<file path="src/rtl/piecewise_linear_curve_lookup_core_defines.svh">
// Assertion helpers shared by the curve lookup RTL.
// Both macros sample on clk and are disabled while rst_n is low.
`ifndef PIECEWISE_LINEAR_CURVE_LOOKUP_CORE_DEFINES_SVH
`define PIECEWISE_LINEAR_CURVE_LOOKUP_CORE_DEFINES_SVH

// Same-cycle implication
`define PLC_ASSERT_IMPL(lbl, ante, cons) \
    lbl: assert property (@(posedge clk) disable iff (!rst_n) (ante) |-> (cons)) \
        else $error("%m: same-cycle check failed");

// Next-cycle implication
`define PLC_ASSERT_NEXT(lbl, ante, cons) \
    lbl: assert property (@(posedge clk) disable iff (!rst_n) (ante) |=> (cons)) \
        else $error("%m: next-cycle check failed");

`endif

</file>
<file path="src/rtl/plc_pkg.sv">
package plc_pkg;

    // Table capacity default and internal queue depth
    localparam int MAX_POINTS_DEFAULT = 16;
    localparam int QUEUE_DEPTH        = 2;

    // Quotient bits produced by the serial divider
    localparam int DIV_STEPS = 16;

    // Action codes
    localparam logic ACT_WRITE  = 1'b0;
    localparam logic ACT_SAMPLE = 1'b1;

    // Region codes
    localparam logic [1:0] REGION_EMPTY  = 2'd0;
    localparam logic [1:0] REGION_BELOW  = 2'd1;
    localparam logic [1:0] REGION_ABOVE  = 2'd2;
    localparam logic [1:0] REGION_INTERP = 2'd3;

    // Input word
    typedef struct packed {
        logic               action;
        logic [3:0]         point_index;
        logic [15:0]        point_speed;
        logic signed [15:0] point_value;
        logic [15:0]        query_speed;
    } in_word_t;

    // Result word
    typedef struct packed {
        logic signed [15:0] sampled_value;
        logic [1:0]         region;
    } out_word_t;

    // Classified word held in the queue
    typedef struct packed {
        logic        is_sample;
        logic [3:0]  slot;
        logic [15:0] speed;
        logic [15:0] value;
        logic [15:0] query;
    } qent_t;

    // Queue head as seen by the back end
    typedef struct packed {
        logic  valid;
        qent_t entry;
    } head_t;

endpackage

</file>
<file path="src/rtl/plc_ram.sv">
module plc_ram #(
    parameter int WIDTH = 32,
    parameter int DEPTH = 16,
    localparam int AW   = (DEPTH > 1) ? $clog2(DEPTH) : 1
) (
    input  logic             clk,
    input  logic             we,
    input  logic [AW-1:0]    waddr,
    input  logic [WIDTH-1:0] wdata,
    input  logic [AW-1:0]    raddr,
    output logic [WIDTH-1:0] rdata
);

    logic [WIDTH-1:0] mem [DEPTH];
    logic [WIDTH-1:0] rdata_reg;

    // One write port, one registered read port
    always_ff @(posedge clk)
    begin
        if (we)
        begin
            mem[waddr] <= wdata;
        end
        rdata_reg <= mem[raddr];
    end

    assign rdata = rdata_reg;

endmodule

</file>
<file path="src/rtl/plc_front.sv">
module plc_front #(
    parameter int MAX_POINTS = plc_pkg::MAX_POINTS_DEFAULT
) (
    input  logic              clk,
    input  logic              rst_n,
    input  logic              in_valid,
    output logic              in_stall,
    input  plc_pkg::in_word_t in_word,
    output plc_pkg::head_t    head,
    input  logic              pop
);
    import plc_pkg::*;

    localparam int QAW = (QUEUE_DEPTH > 1) ? $clog2(QUEUE_DEPTH) : 1;
    localparam int CW  = $clog2(QUEUE_DEPTH + 1);

    qent_t           q_mem [QUEUE_DEPTH];
    logic [QAW-1:0]  wr_ptr_reg, wr_ptr_next;
    logic [QAW-1:0]  rd_ptr_reg, rd_ptr_next;
    logic [CW-1:0]   count_reg, count_next;
    logic            full;
    logic            accept;
    logic            slot_ok;
    logic            push;
    qent_t           ent;

    // Accept while the queue has room
    assign full     = (count_reg == CW'(QUEUE_DEPTH));
    assign in_stall = full;
    assign accept   = in_valid && !full;

    // Classify: writes to slots past capacity are dropped here
    assign slot_ok = (int'(in_word.point_index) < MAX_POINTS);
    assign push    = accept && ((in_word.action == ACT_SAMPLE) || slot_ok);

    always_comb
    begin
        ent.is_sample = (in_word.action == ACT_SAMPLE);
        ent.slot      = in_word.point_index;
        ent.speed     = in_word.point_speed;
        ent.value     = in_word.point_value;
        ent.query     = in_word.query_speed;
    end

    // Pointer and fill bookkeeping
    always_comb
    begin
        wr_ptr_next = wr_ptr_reg;
        rd_ptr_next = rd_ptr_reg;
        count_next  = count_reg;
        if (push)
        begin
            wr_ptr_next = (wr_ptr_reg == QAW'(QUEUE_DEPTH - 1)) ? '0 : wr_ptr_reg + QAW'(1);
        end
        if (pop)
        begin
            rd_ptr_next = (rd_ptr_reg == QAW'(QUEUE_DEPTH - 1)) ? '0 : rd_ptr_reg + QAW'(1);
        end
        if (push && !pop)
        begin
            count_next = count_reg + CW'(1);
        end
        else if (pop && !push)
        begin
            count_next = count_reg - CW'(1);
        end
    end

    always_ff @(posedge clk or negedge rst_n)
    begin
        if (!rst_n)
        begin
            wr_ptr_reg <= '0;
            rd_ptr_reg <= '0;
            count_reg  <= '0;
        end
        else
        begin
            wr_ptr_reg <= wr_ptr_next;
            rd_ptr_reg <= rd_ptr_next;
            count_reg  <= count_next;
        end
    end

    // Queue storage
    always_ff @(posedge clk)
    begin
        if (push)
        begin
            q_mem[wr_ptr_reg] <= ent;
        end
    end

    assign head.valid = (count_reg != '0);
    assign head.entry = q_mem[rd_ptr_reg];

endmodule

</file>
<file path="src/rtl/plc_back.sv">
module plc_back #(
    parameter int MAX_POINTS = plc_pkg::MAX_POINTS_DEFAULT
) (
    input  logic               clk,
    input  logic               rst_n,
    input  plc_pkg::head_t     head,
    output logic               pop,
    input  logic [4:0]         point_count,
    output logic               out_valid,
    input  logic               out_stall,
    output plc_pkg::out_word_t out_word
);
    import plc_pkg::*;

    localparam int AW = (MAX_POINTS > 1) ? $clog2(MAX_POINTS) : 1;
    localparam int NW = $clog2(MAX_POINTS + 1);

    typedef enum logic [6:0] {
        ST_IDLE  = 7'b0000001,
        ST_LAST  = 7'b0000010,
        ST_FIRST = 7'b0000100,
        ST_SCAN  = 7'b0001000,
        ST_MUL   = 7'b0010000,
        ST_DIV   = 7'b0100000,
        ST_SUM   = 7'b1000000
    } state_t;

    state_t state_reg, state_next;

    logic          ram_we;
    logic [AW-1:0] ram_waddr;
    logic [31:0]   ram_wdata;
    logic [AW-1:0] ram_raddr;
    logic [31:0]   ram_rdata;
    logic [15:0]   rd_speed;
    logic [15:0]   rd_value;

    logic [NW-1:0] n_eff;
    logic [NW-1:0] last_idx;

    logic [15:0]   query_reg, query_next;
    logic [15:0]   last_spd_reg, last_spd_next;
    logic [15:0]   last_val_reg, last_val_next;
    logic [15:0]   prev_spd_reg, prev_spd_next;
    logic [15:0]   prev_val_reg, prev_val_next;
    logic [NW-1:0] idx_reg, idx_next;
    logic [15:0]   dq_reg, dq_next;
    logic [15:0]   den_reg, den_next;
    logic          dv_neg_reg, dv_neg_next;
    logic [15:0]   dv_mag_reg, dv_mag_next;
    logic [31:0]   acc_reg, acc_next;
    logic [3:0]    step_reg, step_next;
    logic [15:0]   res_val_reg, res_val_next;
    logic [1:0]    res_region_reg, res_region_next;
    logic          done_reg, done_next;

    logic          out_valid_reg, out_valid_next;
    out_word_t     out_word_reg, out_word_next;

    logic signed [16:0] dv;
    logic [16:0]        dv_abs;
    logic [16:0]        trial;
    logic signed [17:0] quo_s;
    logic signed [17:0] sum;
    logic               out_free;

    // Table storage: speed in the upper half, value in the lower
    plc_ram #(
        .WIDTH (32),
        .DEPTH (MAX_POINTS)
    ) u_table (
        .clk   (clk),
        .we    (ram_we),
        .waddr (ram_waddr),
        .wdata (ram_wdata),
        .raddr (ram_raddr),
        .rdata (ram_rdata)
    );

    assign rd_speed = ram_rdata[31:16];
    assign rd_value = ram_rdata[15:0];

    // Points in use, clamped to capacity
    always_comb
    begin
        if (int'(point_count) > MAX_POINTS)
        begin
            n_eff = NW'(MAX_POINTS);
        end
        else
        begin
            n_eff = NW'(point_count);
        end
    end
    assign last_idx = n_eff - NW'(1);

    // Span difference for the enclosing pair
    assign dv     = $signed({rd_value[15], rd_value})
                  - $signed({prev_val_reg[15], prev_val_reg});
    assign dv_abs = dv[16] ? 17'(-dv) : 17'(dv);

    // One restoring divide step
    assign trial = acc_reg[31:15];

    // Sign the quotient and add the base value
    assign quo_s = dv_neg_reg ? -$signed({2'b00, acc_reg[15:0]})
                              : $signed({2'b00, acc_reg[15:0]});
    assign sum   = $signed({{2{prev_val_reg[15]}}, prev_val_reg}) + quo_s;

    assign out_free = !out_valid_reg || !out_stall;
    assign pop      = (state_reg == ST_IDLE) && !done_reg && head.valid;

    // Sequencer
    always_comb
    begin
        state_next      = state_reg;
        query_next      = query_reg;
        last_spd_next   = last_spd_reg;
        last_val_next   = last_val_reg;
        prev_spd_next   = prev_spd_reg;
        prev_val_next   = prev_val_reg;
        idx_next        = idx_reg;
        dq_next         = dq_reg;
        den_next        = den_reg;
        dv_neg_next     = dv_neg_reg;
        dv_mag_next     = dv_mag_reg;
        acc_next        = acc_reg;
        step_next       = step_reg;
        res_val_next    = res_val_reg;
        res_region_next = res_region_reg;
        done_next       = done_reg;
        ram_we          = 1'b0;
        ram_waddr       = AW'(head.entry.slot);
        ram_wdata       = {head.entry.speed, head.entry.value};
        ram_raddr       = AW'(last_idx);
        out_valid_next  = out_valid_reg && out_stall;
        out_word_next   = out_word_reg;

        // Hand a finished result to the output register
        if (done_reg && out_free)
        begin
            out_valid_next              = 1'b1;
            out_word_next.sampled_value = res_val_reg;
            out_word_next.region        = res_region_reg;
            done_next                   = 1'b0;
        end

        unique case (state_reg)
            ST_IDLE:
            begin
                if (pop)
                begin
                    if (!head.entry.is_sample)
                    begin
                        ram_we = 1'b1;
                    end
                    else if (n_eff == '0)
                    begin
                        res_val_next    = '0;
                        res_region_next = REGION_EMPTY;
                        done_next       = 1'b1;
                    end
                    else
                    begin
                        query_next = head.entry.query;
                        state_next = ST_LAST;
                    end
                end
            end
            ST_LAST:
            begin
                last_spd_next = rd_speed;
                last_val_next = rd_value;
                ram_raddr     = '0;
                state_next    = ST_FIRST;
            end
            ST_FIRST:
            begin
                ram_raddr = AW'(1);
                if (query_reg <= rd_speed)
                begin
                    res_val_next    = rd_value;
                    res_region_next = REGION_BELOW;
                    done_next       = 1'b1;
                    state_next      = ST_IDLE;
                end
                else if (query_reg >= last_spd_reg)
                begin
                    res_val_next    = last_val_reg;
                    res_region_next = REGION_ABOVE;
                    done_next       = 1'b1;
                    state_next      = ST_IDLE;
                end
                else
                begin
                    prev_spd_next = rd_speed;
                    prev_val_next = rd_value;
                    idx_next      = NW'(1);
                    state_next    = ST_SCAN;
                end
            end
            ST_SCAN:
            begin
                ram_raddr = AW'(idx_reg + NW'(1));
                if (query_reg <= rd_speed)
                begin
                    if (rd_speed <= prev_spd_reg)
                    begin
                        // Empty or reversed span: previous value
                        res_val_next    = prev_val_reg;
                        res_region_next = REGION_INTERP;
                        done_next       = 1'b1;
                        state_next      = ST_IDLE;
                    end
                    else
                    begin
                        dq_next     = query_reg - prev_spd_reg;
                        den_next    = rd_speed - prev_spd_reg;
                        dv_neg_next = dv[16];
                        dv_mag_next = dv_abs[15:0];
                        state_next  = ST_MUL;
                    end
                end
                else if (idx_reg == last_idx)
                begin
                    // Unordered table, nothing at or above the query
                    res_val_next    = last_val_reg;
                    res_region_next = REGION_ABOVE;
                    done_next       = 1'b1;
                    state_next      = ST_IDLE;
                end
                else
                begin
                    prev_spd_next = rd_speed;
                    prev_val_next = rd_value;
                    idx_next      = idx_reg + NW'(1);
                end
            end
            ST_MUL:
            begin
                acc_next   = {16'b0, dq_reg} * {16'b0, dv_mag_reg};
                step_next  = '0;
                state_next = ST_DIV;
            end
            ST_DIV:
            begin
                // Partial remainder stays below the divisor, quotient fits 16 bits
                if (trial >= {1'b0, den_reg})
                begin
                    acc_next = {16'(trial - {1'b0, den_reg}), acc_reg[14:0], 1'b1};
                end
                else
                begin
                    acc_next = {trial[15:0], acc_reg[14:0], 1'b0};
                end
                step_next = step_reg + 4'(1);
                if (step_reg == 4'(DIV_STEPS - 1))
                begin
                    state_next = ST_SUM;
                end
            end
            ST_SUM:
            begin
                if (!done_reg)
                begin
                    if (sum > 18'sd32767)
                    begin
                        res_val_next = 16'h7FFF;
                    end
                    else if (sum < -18'sd32768)
                    begin
                        res_val_next = 16'h8000;
                    end
                    else
                    begin
                        res_val_next = sum[15:0];
                    end
                    res_region_next = REGION_INTERP;
                    done_next       = 1'b1;
                    state_next      = ST_IDLE;
                end
            end
            default:
            begin
                state_next = ST_IDLE;
            end
        endcase
    end

    // Control state
    always_ff @(posedge clk or negedge rst_n)
    begin
        if (!rst_n)
        begin
            state_reg     <= ST_IDLE;
            done_reg      <= 1'b0;
            out_valid_reg <= 1'b0;
        end
        else
        begin
            state_reg     <= state_next;
            done_reg      <= done_next;
            out_valid_reg <= out_valid_next;
        end
    end

    // Datapath
    always_ff @(posedge clk)
    begin
        query_reg      <= query_next;
        last_spd_reg   <= last_spd_next;
        last_val_reg   <= last_val_next;
        prev_spd_reg   <= prev_spd_next;
        prev_val_reg   <= prev_val_next;
        idx_reg        <= idx_next;
        dq_reg         <= dq_next;
        den_reg        <= den_next;
        dv_neg_reg     <= dv_neg_next;
        dv_mag_reg     <= dv_mag_next;
        acc_reg        <= acc_next;
        step_reg       <= step_next;
        res_val_reg    <= res_val_next;
        res_region_reg <= res_region_next;
        out_word_reg   <= out_word_next;
    end

    assign out_valid = out_valid_reg;
    assign out_word  = out_word_reg;

endmodule

</file>
<file path="src/rtl/piecewise_linear_curve_lookup_core.sv">
// Piecewise linear curve lookup. Write words load one breakpoint (speed,
// value) into a table of MAX_POINTS slots; sample words return the clamped
// or interpolated value at a query speed, plus a region code. A front end
// accepts and classifies words into a two-word queue; a back end owns the
// table RAM and runs one word at a time. A sample on an empty table
// returns zero. The back end reads one RAM word per scanned breakpoint;
// when the span ending at breakpoint n is empty or reversed it returns
// the value at breakpoint n-1; to interpolate between breakpoints n-1
// and n it uses a multiply and a 16-step restoring divider. A stalled
// output holds the back end until the output register frees up; once
// the result sits there, the back end goes on with the next word while
// it waits. The user must write point_count only while the block is idle,
// as the block itself does not enforce it; table slots must be written
// before they are sampled.
`include "piecewise_linear_curve_lookup_core_defines.svh"

module piecewise_linear_curve_lookup_core #(
    parameter int MAX_POINTS = plc_pkg::MAX_POINTS_DEFAULT
) (
    input  logic               clk,
    input  logic               rst_n,
    input  logic               cfg_write_en,
    input  logic [4:0]         cfg_write_data,
    input  logic               in_valid,
    output logic               in_stall,
    input  plc_pkg::in_word_t  in_word,
    output logic               out_valid,
    input  logic               out_stall,
    output plc_pkg::out_word_t out_word
);
    import plc_pkg::*;

    logic [4:0] point_count_reg;
    head_t      head;
    logic       pop;

    // Breakpoint count register
    always_ff @(posedge clk or negedge rst_n)
    begin
        if (!rst_n)
        begin
            point_count_reg <= '0;
        end
        else if (cfg_write_en)
        begin
            point_count_reg <= cfg_write_data;
        end
    end

    // Accept and classify
    plc_front #(
        .MAX_POINTS (MAX_POINTS)
    ) u_front (
        .clk      (clk),
        .rst_n    (rst_n),
        .in_valid (in_valid),
        .in_stall (in_stall),
        .in_word  (in_word),
        .head     (head),
        .pop      (pop)
    );

    // Table, search and interpolation
    plc_back #(
        .MAX_POINTS (MAX_POINTS)
    ) u_back (
        .clk         (clk),
        .rst_n       (rst_n),
        .head        (head),
        .pop         (pop),
        .point_count (point_count_reg),
        .out_valid   (out_valid),
        .out_stall   (out_stall),
        .out_word    (out_word)
    );

    // A full queue always offers a word to the back end
    `PLC_ASSERT_IMPL(a_full_has_head, in_stall, head.valid)
    // The back end never takes from an empty queue
    `PLC_ASSERT_IMPL(a_pop_has_head, pop, head.valid)
    // A table write never produces a result
    `PLC_ASSERT_NEXT(a_write_no_result, pop && !head.entry.is_sample, !$rose(out_valid))

endmodule
</file>
<file path="config.mk">
export PLATFORM = sky130hd
export DESIGN_NAME = piecewise_linear_curve_lookup_core
export DESIGN_NICKNAME = d
export VERILOG_FILES = /design/src/rtl/plc_pkg.sv /design/src/rtl/plc_ram.sv /design/src/rtl/plc_front.sv /design/src/rtl/plc_back.sv /design/src/rtl/piecewise_linear_curve_lookup_core.sv
export VERILOG_INCLUDE_DIRS = /design/src /design/src/rtl
export SDC_FILE = /design/constraint.sdc
export NUM_CORES = 2
export LEC_CHECK = 0
export ABC_AREA = 1
export BUFFER_PORTS_ARGS = -buffer_cell sky130_fd_sc_hd__buf_2
export CORE_ASPECT_RATIO = 1.5
export CORE_MARGIN = 2
export CORE_UTILIZATION = 40
export DETAILED_ROUTE_END_ITERATION = 16
export SLEW_MARGIN = 40
export SYNTH_ARGS = -nofsm -noshare
export SYNTH_HDL_FRONTEND = slang
export SYNTH_SLANG_ARGS = --single-unit
</file>
<file path="constraint.sdc">
create_clock -name clk -period 11.76 [get_ports clk]
set_clock_uncertainty 0.15 [all_clocks]
set_input_delay 0.588 -clock clk [delete_from_list [all_inputs] [get_ports clk]]
set_output_delay 0.588 -clock clk [all_outputs]
set_load 0.1 [all_outputs]
</file>
Word level (Yosys, flattened, before mapping)
Memory sizes are Yosys's and may differ from the RTL's. A register that Yosys moved wholly into a read port is not among the register bits. Index checks and enable logic that the tools add are counted.

$add $sub $neg: 14. $mul: 1. Magnitude comparators: 7. Eq/ne operators: 23. Multiplexer cells: 78. Bitwise gates (word level): 2. Reduce and logical (&&, ||, !) cells: 25.

Operators with widths (count): 16-bit 2-to-1 mux (20); 16-bit one-hot mux with 2 select lines (2); 16-bit one-hot mux with 4 select lines (1); 32-bit one-hot mux with 2 select lines (1); 7-bit 2-to-1 mux (8); 7-bit one-hot mux with 7 select lines (1); 16-bit subtractor (3); 16-bit less-or-equal comparator (2); 16-bit by 16-bit multiplier with 32-bit output (1); 32-bit 2-to-1 mux (1); 5-bit 2-to-1 mux (6); 2-bit 2-to-1 mux (11); 1-bit 2-to-1 mux (20); 16-bit by 18-bit adder with 18-bit output (1); 18-bit by 16-bit greater-than comparator with 1-bit output (second input constant) (1); 18-bit by 16-bit less-than comparator with 1-bit output (second input constant) (1); 18-bit 2-to-1 mux (1); 16-bit negator with 18-bit output (1); 17-bit by 16-bit >= comparator with 1-bit output (1); 16-bit by 16-bit subtractor with 17-bit output (1); 16-bit >= comparator (1); 2-bit inequality test (second input constant) (8); 16-bit negator (1); 4-bit one-hot mux with 3 select lines (1); 37 further kinds (55).

Register bits after elaboration: 224. Bits in writable memories: 618. Input port bits: 63. Output and inout port bits: 20. Word-level logic and storage cells: 175. Memories kept: 2.

Memories: u_back.u_table.mem (depth 16, width 32, read ports 1, clocked after memory_dff 1, wr ports 1, RTL line plc_ram.sv:14) `logic [WIDTH-1:0] mem [DEPTH];`; u_front.q_mem (depth 2, width 53, read ports 1, clocked after memory_dff 0, wr ports 1, RTL line plc_front.sv:17) `qent_t q_mem [QUEUE_DEPTH];`.

Logic depth before layout (Yosys ltp)
Word-level depth: 8. Gate-level depth with buffers: 28. Depth with buffers taken out: 26.

Hierarchy
A second synthesis with hierarchy kept.

Cells, all modules: 5251. Area total of the unflattened synthesis: 50617.3 um^2.

Modules (own cells, without submodules): plc_back (instances 1, cells each 2916, area each 23408.7 um^2, seq. area each 6412.4 um^2); plc_ram (instances 1, cells each 2120, area each 22730.6 um^2, seq. area each 16015.4 um^2); plc_front (instances 1, cells each 194, area each 4292.9 um^2, seq. area each 3283.1 um^2); piecewise_linear_curve_lookup_core (instances 1, cells each 21, area each 185.2 um^2, seq. area each 125.1 um^2).

Least setup slack after synthesis
OpenSTA, ideal clock, no wires.

Path type: register -> register. Start: reg u_back.dq_reg[5]. End: reg u_back.acc_reg[15] (data pin). Setup time: 0.267 ns. Data arrival time: 5.491 ns. Data required time: 11.343 ns. Path slack: 5.852 ns. Cell stages (with the launch flop): 23. Buffers on the path: 2. Clock period less this slack: 5.908 ns. Cells stage by stage: edfxtp_1 > clkbuf_1 > clkbuf_1 > nand2_1 > fa_1 > inv_1 > fa_1 > inv_1 > fa_1 > inv_1 > fa_1 > fa_1 > inv_1 > fa_1 > inv_1 > ha_1 > a21o_1 > a21oi_1 > a21boi_0 > inv_1 > or2_2 > nand3_1 > o21ai_0.

Longest elaborated chain between the ends: 2.

Ends and longest elaborated chain: from (decl) (RTL line plc_back.sv:47) `logic [15:0] dq_reg, dq_next;`; from (signal assigned) (RTL line plc_back.sv:316) `dq_reg <= dq_next;`; 16-bit by 16-bit multiplier with 32-bit output (RTL line plc_back.sv:241) `acc_next = {16'b0, dq_reg} * {16'b0, dv_mag_reg};`; 32-bit one-hot mux with 2 select lines (RTL line plc_back.sv:148) `unique case (state_reg)`; net u_back.acc_next[15] (RTL line plc_back.sv:51) `logic [31:0] acc_reg, acc_next;`; to (signal assigned) (RTL line plc_back.sv:320) `acc_reg <= acc_next;`; to (decl) (RTL line plc_back.sv:51).

The timed path passes the listed nets, and every way through them passes these cells. A chain may end at the register's enable or synchronous reset.

Worst setup path in the final report
Start: reg u_back.dv_mag_reg[9]. End: reg u_back.acc_reg[25] (data pin).

Longest elaborated chain between the ends: 2.

Ends and longest elaborated chain: from (decl) (RTL line plc_back.sv:50) `logic [15:0] dv_mag_reg, dv_mag_next;`; from (signal assigned) (RTL line plc_back.sv:319) `dv_mag_reg <= dv_mag_next;`; 16-bit by 16-bit multiplier with 32-bit output (RTL line plc_back.sv:241); 32-bit one-hot mux with 2 select lines (RTL line plc_back.sv:148); net u_back.acc_next[25] (RTL line plc_back.sv:51).

The timed path passes the listed nets, and every way through them passes these cells.

==> impl_metrics.tcl <==
set metrics [dict create \
    regMostFlops "u_back.u_table.mem" \
    critPathLaunchType "flip-flop" \
    synthXorXnorAreaFrac_pct 1.697 \
    ir_drop_mv 0.1607 \
    ant_nets 0 \
    die_x_um 292.2 \
    drv_slew 0 \
    synth_nets 5621 \
    muxShareOfSynthArea_pct 1.105 \
    hold_depth 3 \
    cts_setup_buffers 0 \
    synthAdderAreaFrac_pct 13.59 \
    worst_r2r_path_depth 21 \
    yosysWarnings 0 \
    diodes 0 \
    async_flop_share_pct 2.059 \
    cts.clk_slew.worst_paths_ns 0.07 \
    reg_top3 "u_back.u_table.mem: 512 flops, u_front.q_mem: 106 flops" \
    start_util_pct 40.34 \
    postSynthCellCount 5136 \
    worstSetupPathType "reg -> reg" \
    worstPathRequired_ns 12.02 \
    final_nets 5662 \
    r2r_slack_ns 4.83 \
    syn_to_final_growth_pct 10.74 \
    outcome "finished, final reports clean" \
    ys_ff_latch 874 \
    portBuffers 82 \
    cap_violations 0 \
    tightest_slew_ns 0.8818 \
    holdCritPathClass "in -> reg" \
    avgSynthCellArea_um2 9.704 \
    hpwlAfterDp_mm 88.05 \
    totalWireLength_mm 131.4 \
    synth-compound-area-share_pct 3.361 \
    h-tree-depth 3 \
    antenna_found_initial 2 \
    place_inst 6636 \
    place_area_um2 51820 \
    fmax_ghz 0.1443 \
    wire_per_inst_um 19.19 \
    grt_first_pass_wirelength_mm 202.8 \
    hold_start "cfg_write_data[1]" \
    period_needed_ns 6.928 \
    grt_max_degree 121 \
    synth_top_family_by_area "simple AND/OR/NAND/NOR gates" \
    dr_total_vias 35320 \
    synth_area_um2 49840 \
    hold_violations 0 \
    placementRows 158 \
    grt_pass1_vias 35830 \
    cts_tree "built" \
    io_pins 83 \
    crit_fanout 16 \
    relSlewSlack_pct 41.21 \
    rr_startpoint "u_back.dv_mag_reg[9]" \
    synth-simple-area-share_pct 20.57 \
    drt_iter0_drc 2684 \
    largest_reg_flops 512 \
    fill_cells 11440 \
    setup_viol 0 \
    die_h_um 436.3 \
    globalplace.congestion 0.9525 \
    postCtsResizedCells 0 \
    synth_edf_count 824 \
    cts_made_buffers 85 \
    overflow 0 \
    clk_latency_ns 0.69 \
    setup_tns_ns 0 \
    synthFlopType "edfxtp_1" \
    cp.arrival_ns 7.19 \
    rsz0062_at_grt "false" \
    cts_root_buf "clkbuf_16" \
    clockBufferDepth 3 \
    final_layout_size_suffix_gt1_share_pct 6.997 \
    fin_area_um2 55190 \
    grt_use_total_pct 20.62 \
    detail_route.first_pass.iterations 6 \
    final_cells 6845 \
    min_to "point_count_reg[1]" \
    via_per_inst 5.159 \
    fp.dieArea_um2 127500 \
    fin_crit_sh_pct 58.91 \
    drc 0 \
    power_density_nw_per_um2 196.5 \
    numClockSinks 874 \
    yosysSeqAreaShare_pct 51.84 \
    p_leak_nw 24.33 \
    end_kind "flip-flop" \
    design.core.area_um2 123600 \
    timing.rr.end "u_back.acc_reg[25]" \
    ys_types 55 \
]
power by group:
part	internal (mW)	total [mW]	switching, mW
sequential	4.12	4.32	0.202
clock	1.61	2.82	1.21
combinational	1.07	3.71	2.64
cells in the mapped netlist (3+ instances only):
| library cell | number | area (um^2) |
|---|---|---|
| inv_1 | 752 | 2823 |
| nand4_1 | 31 | 193.9 |
| a21o_1 | 11 | 82.58 |
| xnor2_1 | 32 | 280.3 |
| xor2_1 | 62 | 543.0 |
| nand3_1 | 642 | 3213 |
| o21bai_1 | 10 | 75.07 |
| buf_4 | 14 | 105.1 |
| a21oi_1 | 122 | 610.6 |
| dfrtp_1 | 17 | 425.4 |
| nand3b_1 | 57 | 427.9 |
| nor2_1 | 157 | 589.3 |
| a211oi_1 | 3 | 22.52 |
| ha_1 | 223 | 2790 |
| edfxtp_1 | 824 | 24740 |
| fa_1 | 199 | 3984 |
| dfxtp_1 | 32 | 640.6 |
| o21a_1 | 4 | 30.03 |
| buf_2 | 105 | 525.5 |
| inv_2 | 7 | 26.28 |
| o211ai_1 | 3 | 22.52 |
| a21boi_0 | 5 | 37.54 |
| o21ai_0 | 123 | 615.6 |
| buf_1 | 10 | 37.54 |
| or2_2 | 11 | 68.82 |
| nand2_1 | 1464 | 5495 |
| mux2_2 | 48 | 540.5 |
| and3_1 | 3 | 18.77 |
| a31oi_1 | 8 | 50.05 |
| nor3_1 | 24 | 120.1 |
| nor4_1 | 3 | 18.77 |
| o31ai_1 | 3 | 22.52 |
| clkbuf_1 | 97 | 364.1 |
kinds of logic after synthesis:
kind of cell / after synthesis
multiplexers: 49
adder cells (fa/ha/maj): 422
flip-flops: 874
XOR/XNOR: 95
AND/OR/NAND/NOR: 2403
buffers and inverters: 988
AO/OA/AOI/OAI: 305
worst max-delay path, cell delays in order (launching register included):
cell and delay, ns:
edfxtp_1 0.84, nand2_1 0.17, fa_1 0.57, inv_1 0.05, fa_1 0.49, inv_1 0.05
fa_1 0.54, inv_1 0.08, fa_1 0.51, fa_1 0.55, inv_1 0.05, fa_1 0.52
inv_1 0.04, ha_1 0.35, a21o_1 0.23, a21oi_1 0.38, o21ai_0 0.30, nand2_1 0.14
nand3_1 0.16, or2_2 0.32, nand3_1 0.08, nand2_1 0.07
cells in the final DEF, fill, tap and decap left out, types with 6 or more instances in the layout:
cell and count:
nand2_1 1462, edfxtp_1 824, inv_1 750, nand3_1 642, ha_1 223, fa_1 199
nor2_1 137, o21ai_0 123, a21oi_1 122, clkbuf_16 86, buf_2 82, xor2_1 62
nand3b_1 57, dlygate4sd3_1 54, mux2_2 48, buf_4 36, xnor2_1 32, dfxtp_1 32
nand4_1 31, nor3_1 24, nor2_4 21, clkbuf_1 18, dfrtp_1 16, clkinv_2 14
a21o_1 11, or2_2 11, o21bai_1 10, bufinv_16 10, inv_2 8, a31oi_1 8
inv_6 8, buf_6 8, clkinv_1 6
worst max-delay path by stage:
stage / start / endpoint / slack, ns / cells past startpoint
4_1_cts: u_back.dv_mag_reg[9] / u_back.acc_reg[25] / 4.91 / 21
5_1_grt: u_back.dv_mag_reg[9] / u_back.acc_reg[19] / 4.60 / 20
6_report: u_back.dv_mag_reg[9] / u_back.acc_reg[25] / 4.83 / 21
3_3_place_gp: u_back.dv_mag_reg[9] / u_back.acc_reg[15] / 4.98 / 21
2_1_floorplan: u_back.dq_reg[5] / u_back.acc_reg[15] / 5.85 / 22
3_5_place_dp: u_back.dv_mag_reg[9] / u_back.acc_reg[25] / 4.97 / 21
cell type report:
| type | count | area [um^2] | share of cell area, % |
|---|---|---|---|
| Inverter | 760 | 2860 | 5.182 |
| Clock inverter | 46 | 541.8 | 0.9816 |
| Multi-Input combinational cell | 3274 | 20310 | 36.80 |
| Tap cell | 1600 | 2002 | 3.627 |
| Clock buffer | 109 | 2288 | 4.146 |
| Timing Repair Buffer | 182 | 1351 | 2.448 |
| Sequential cell | 874 | 25840 | 46.82 |
routing by layer:
layer  vias up  wire (um)  global-route usage, %
met5         -          0                      0
met2       953      69000                  38.07
met3       309       6022                  2.736
li1      16900          -                      -
met4         0       6038                  9.586
met1     17150      50320                  23.42
per-stage QoR:
step           total power [mW]  util (%)  setup WS (ns)  hold slack [ns]
2_1_floorplan             6.884         -          5.852           0.1424
3_3_place_gp              8.029     41.88          4.984           0.2532
3_5_place_dp              8.091     41.94          4.967           0.2545
4_1_cts                   10.94     44.67          4.915          0.04811
5_1_grt                   11.48     44.67          4.599          0.08270
6_report                  10.85     44.67          4.832          0.09737
repair_timing:
action / CTS / global route
hold buffers: 54 / 0
hold endpoints to repair: 123 / 0
setup endpoints to repair: 0 / 0
Power figures use the tool's default switching activity.
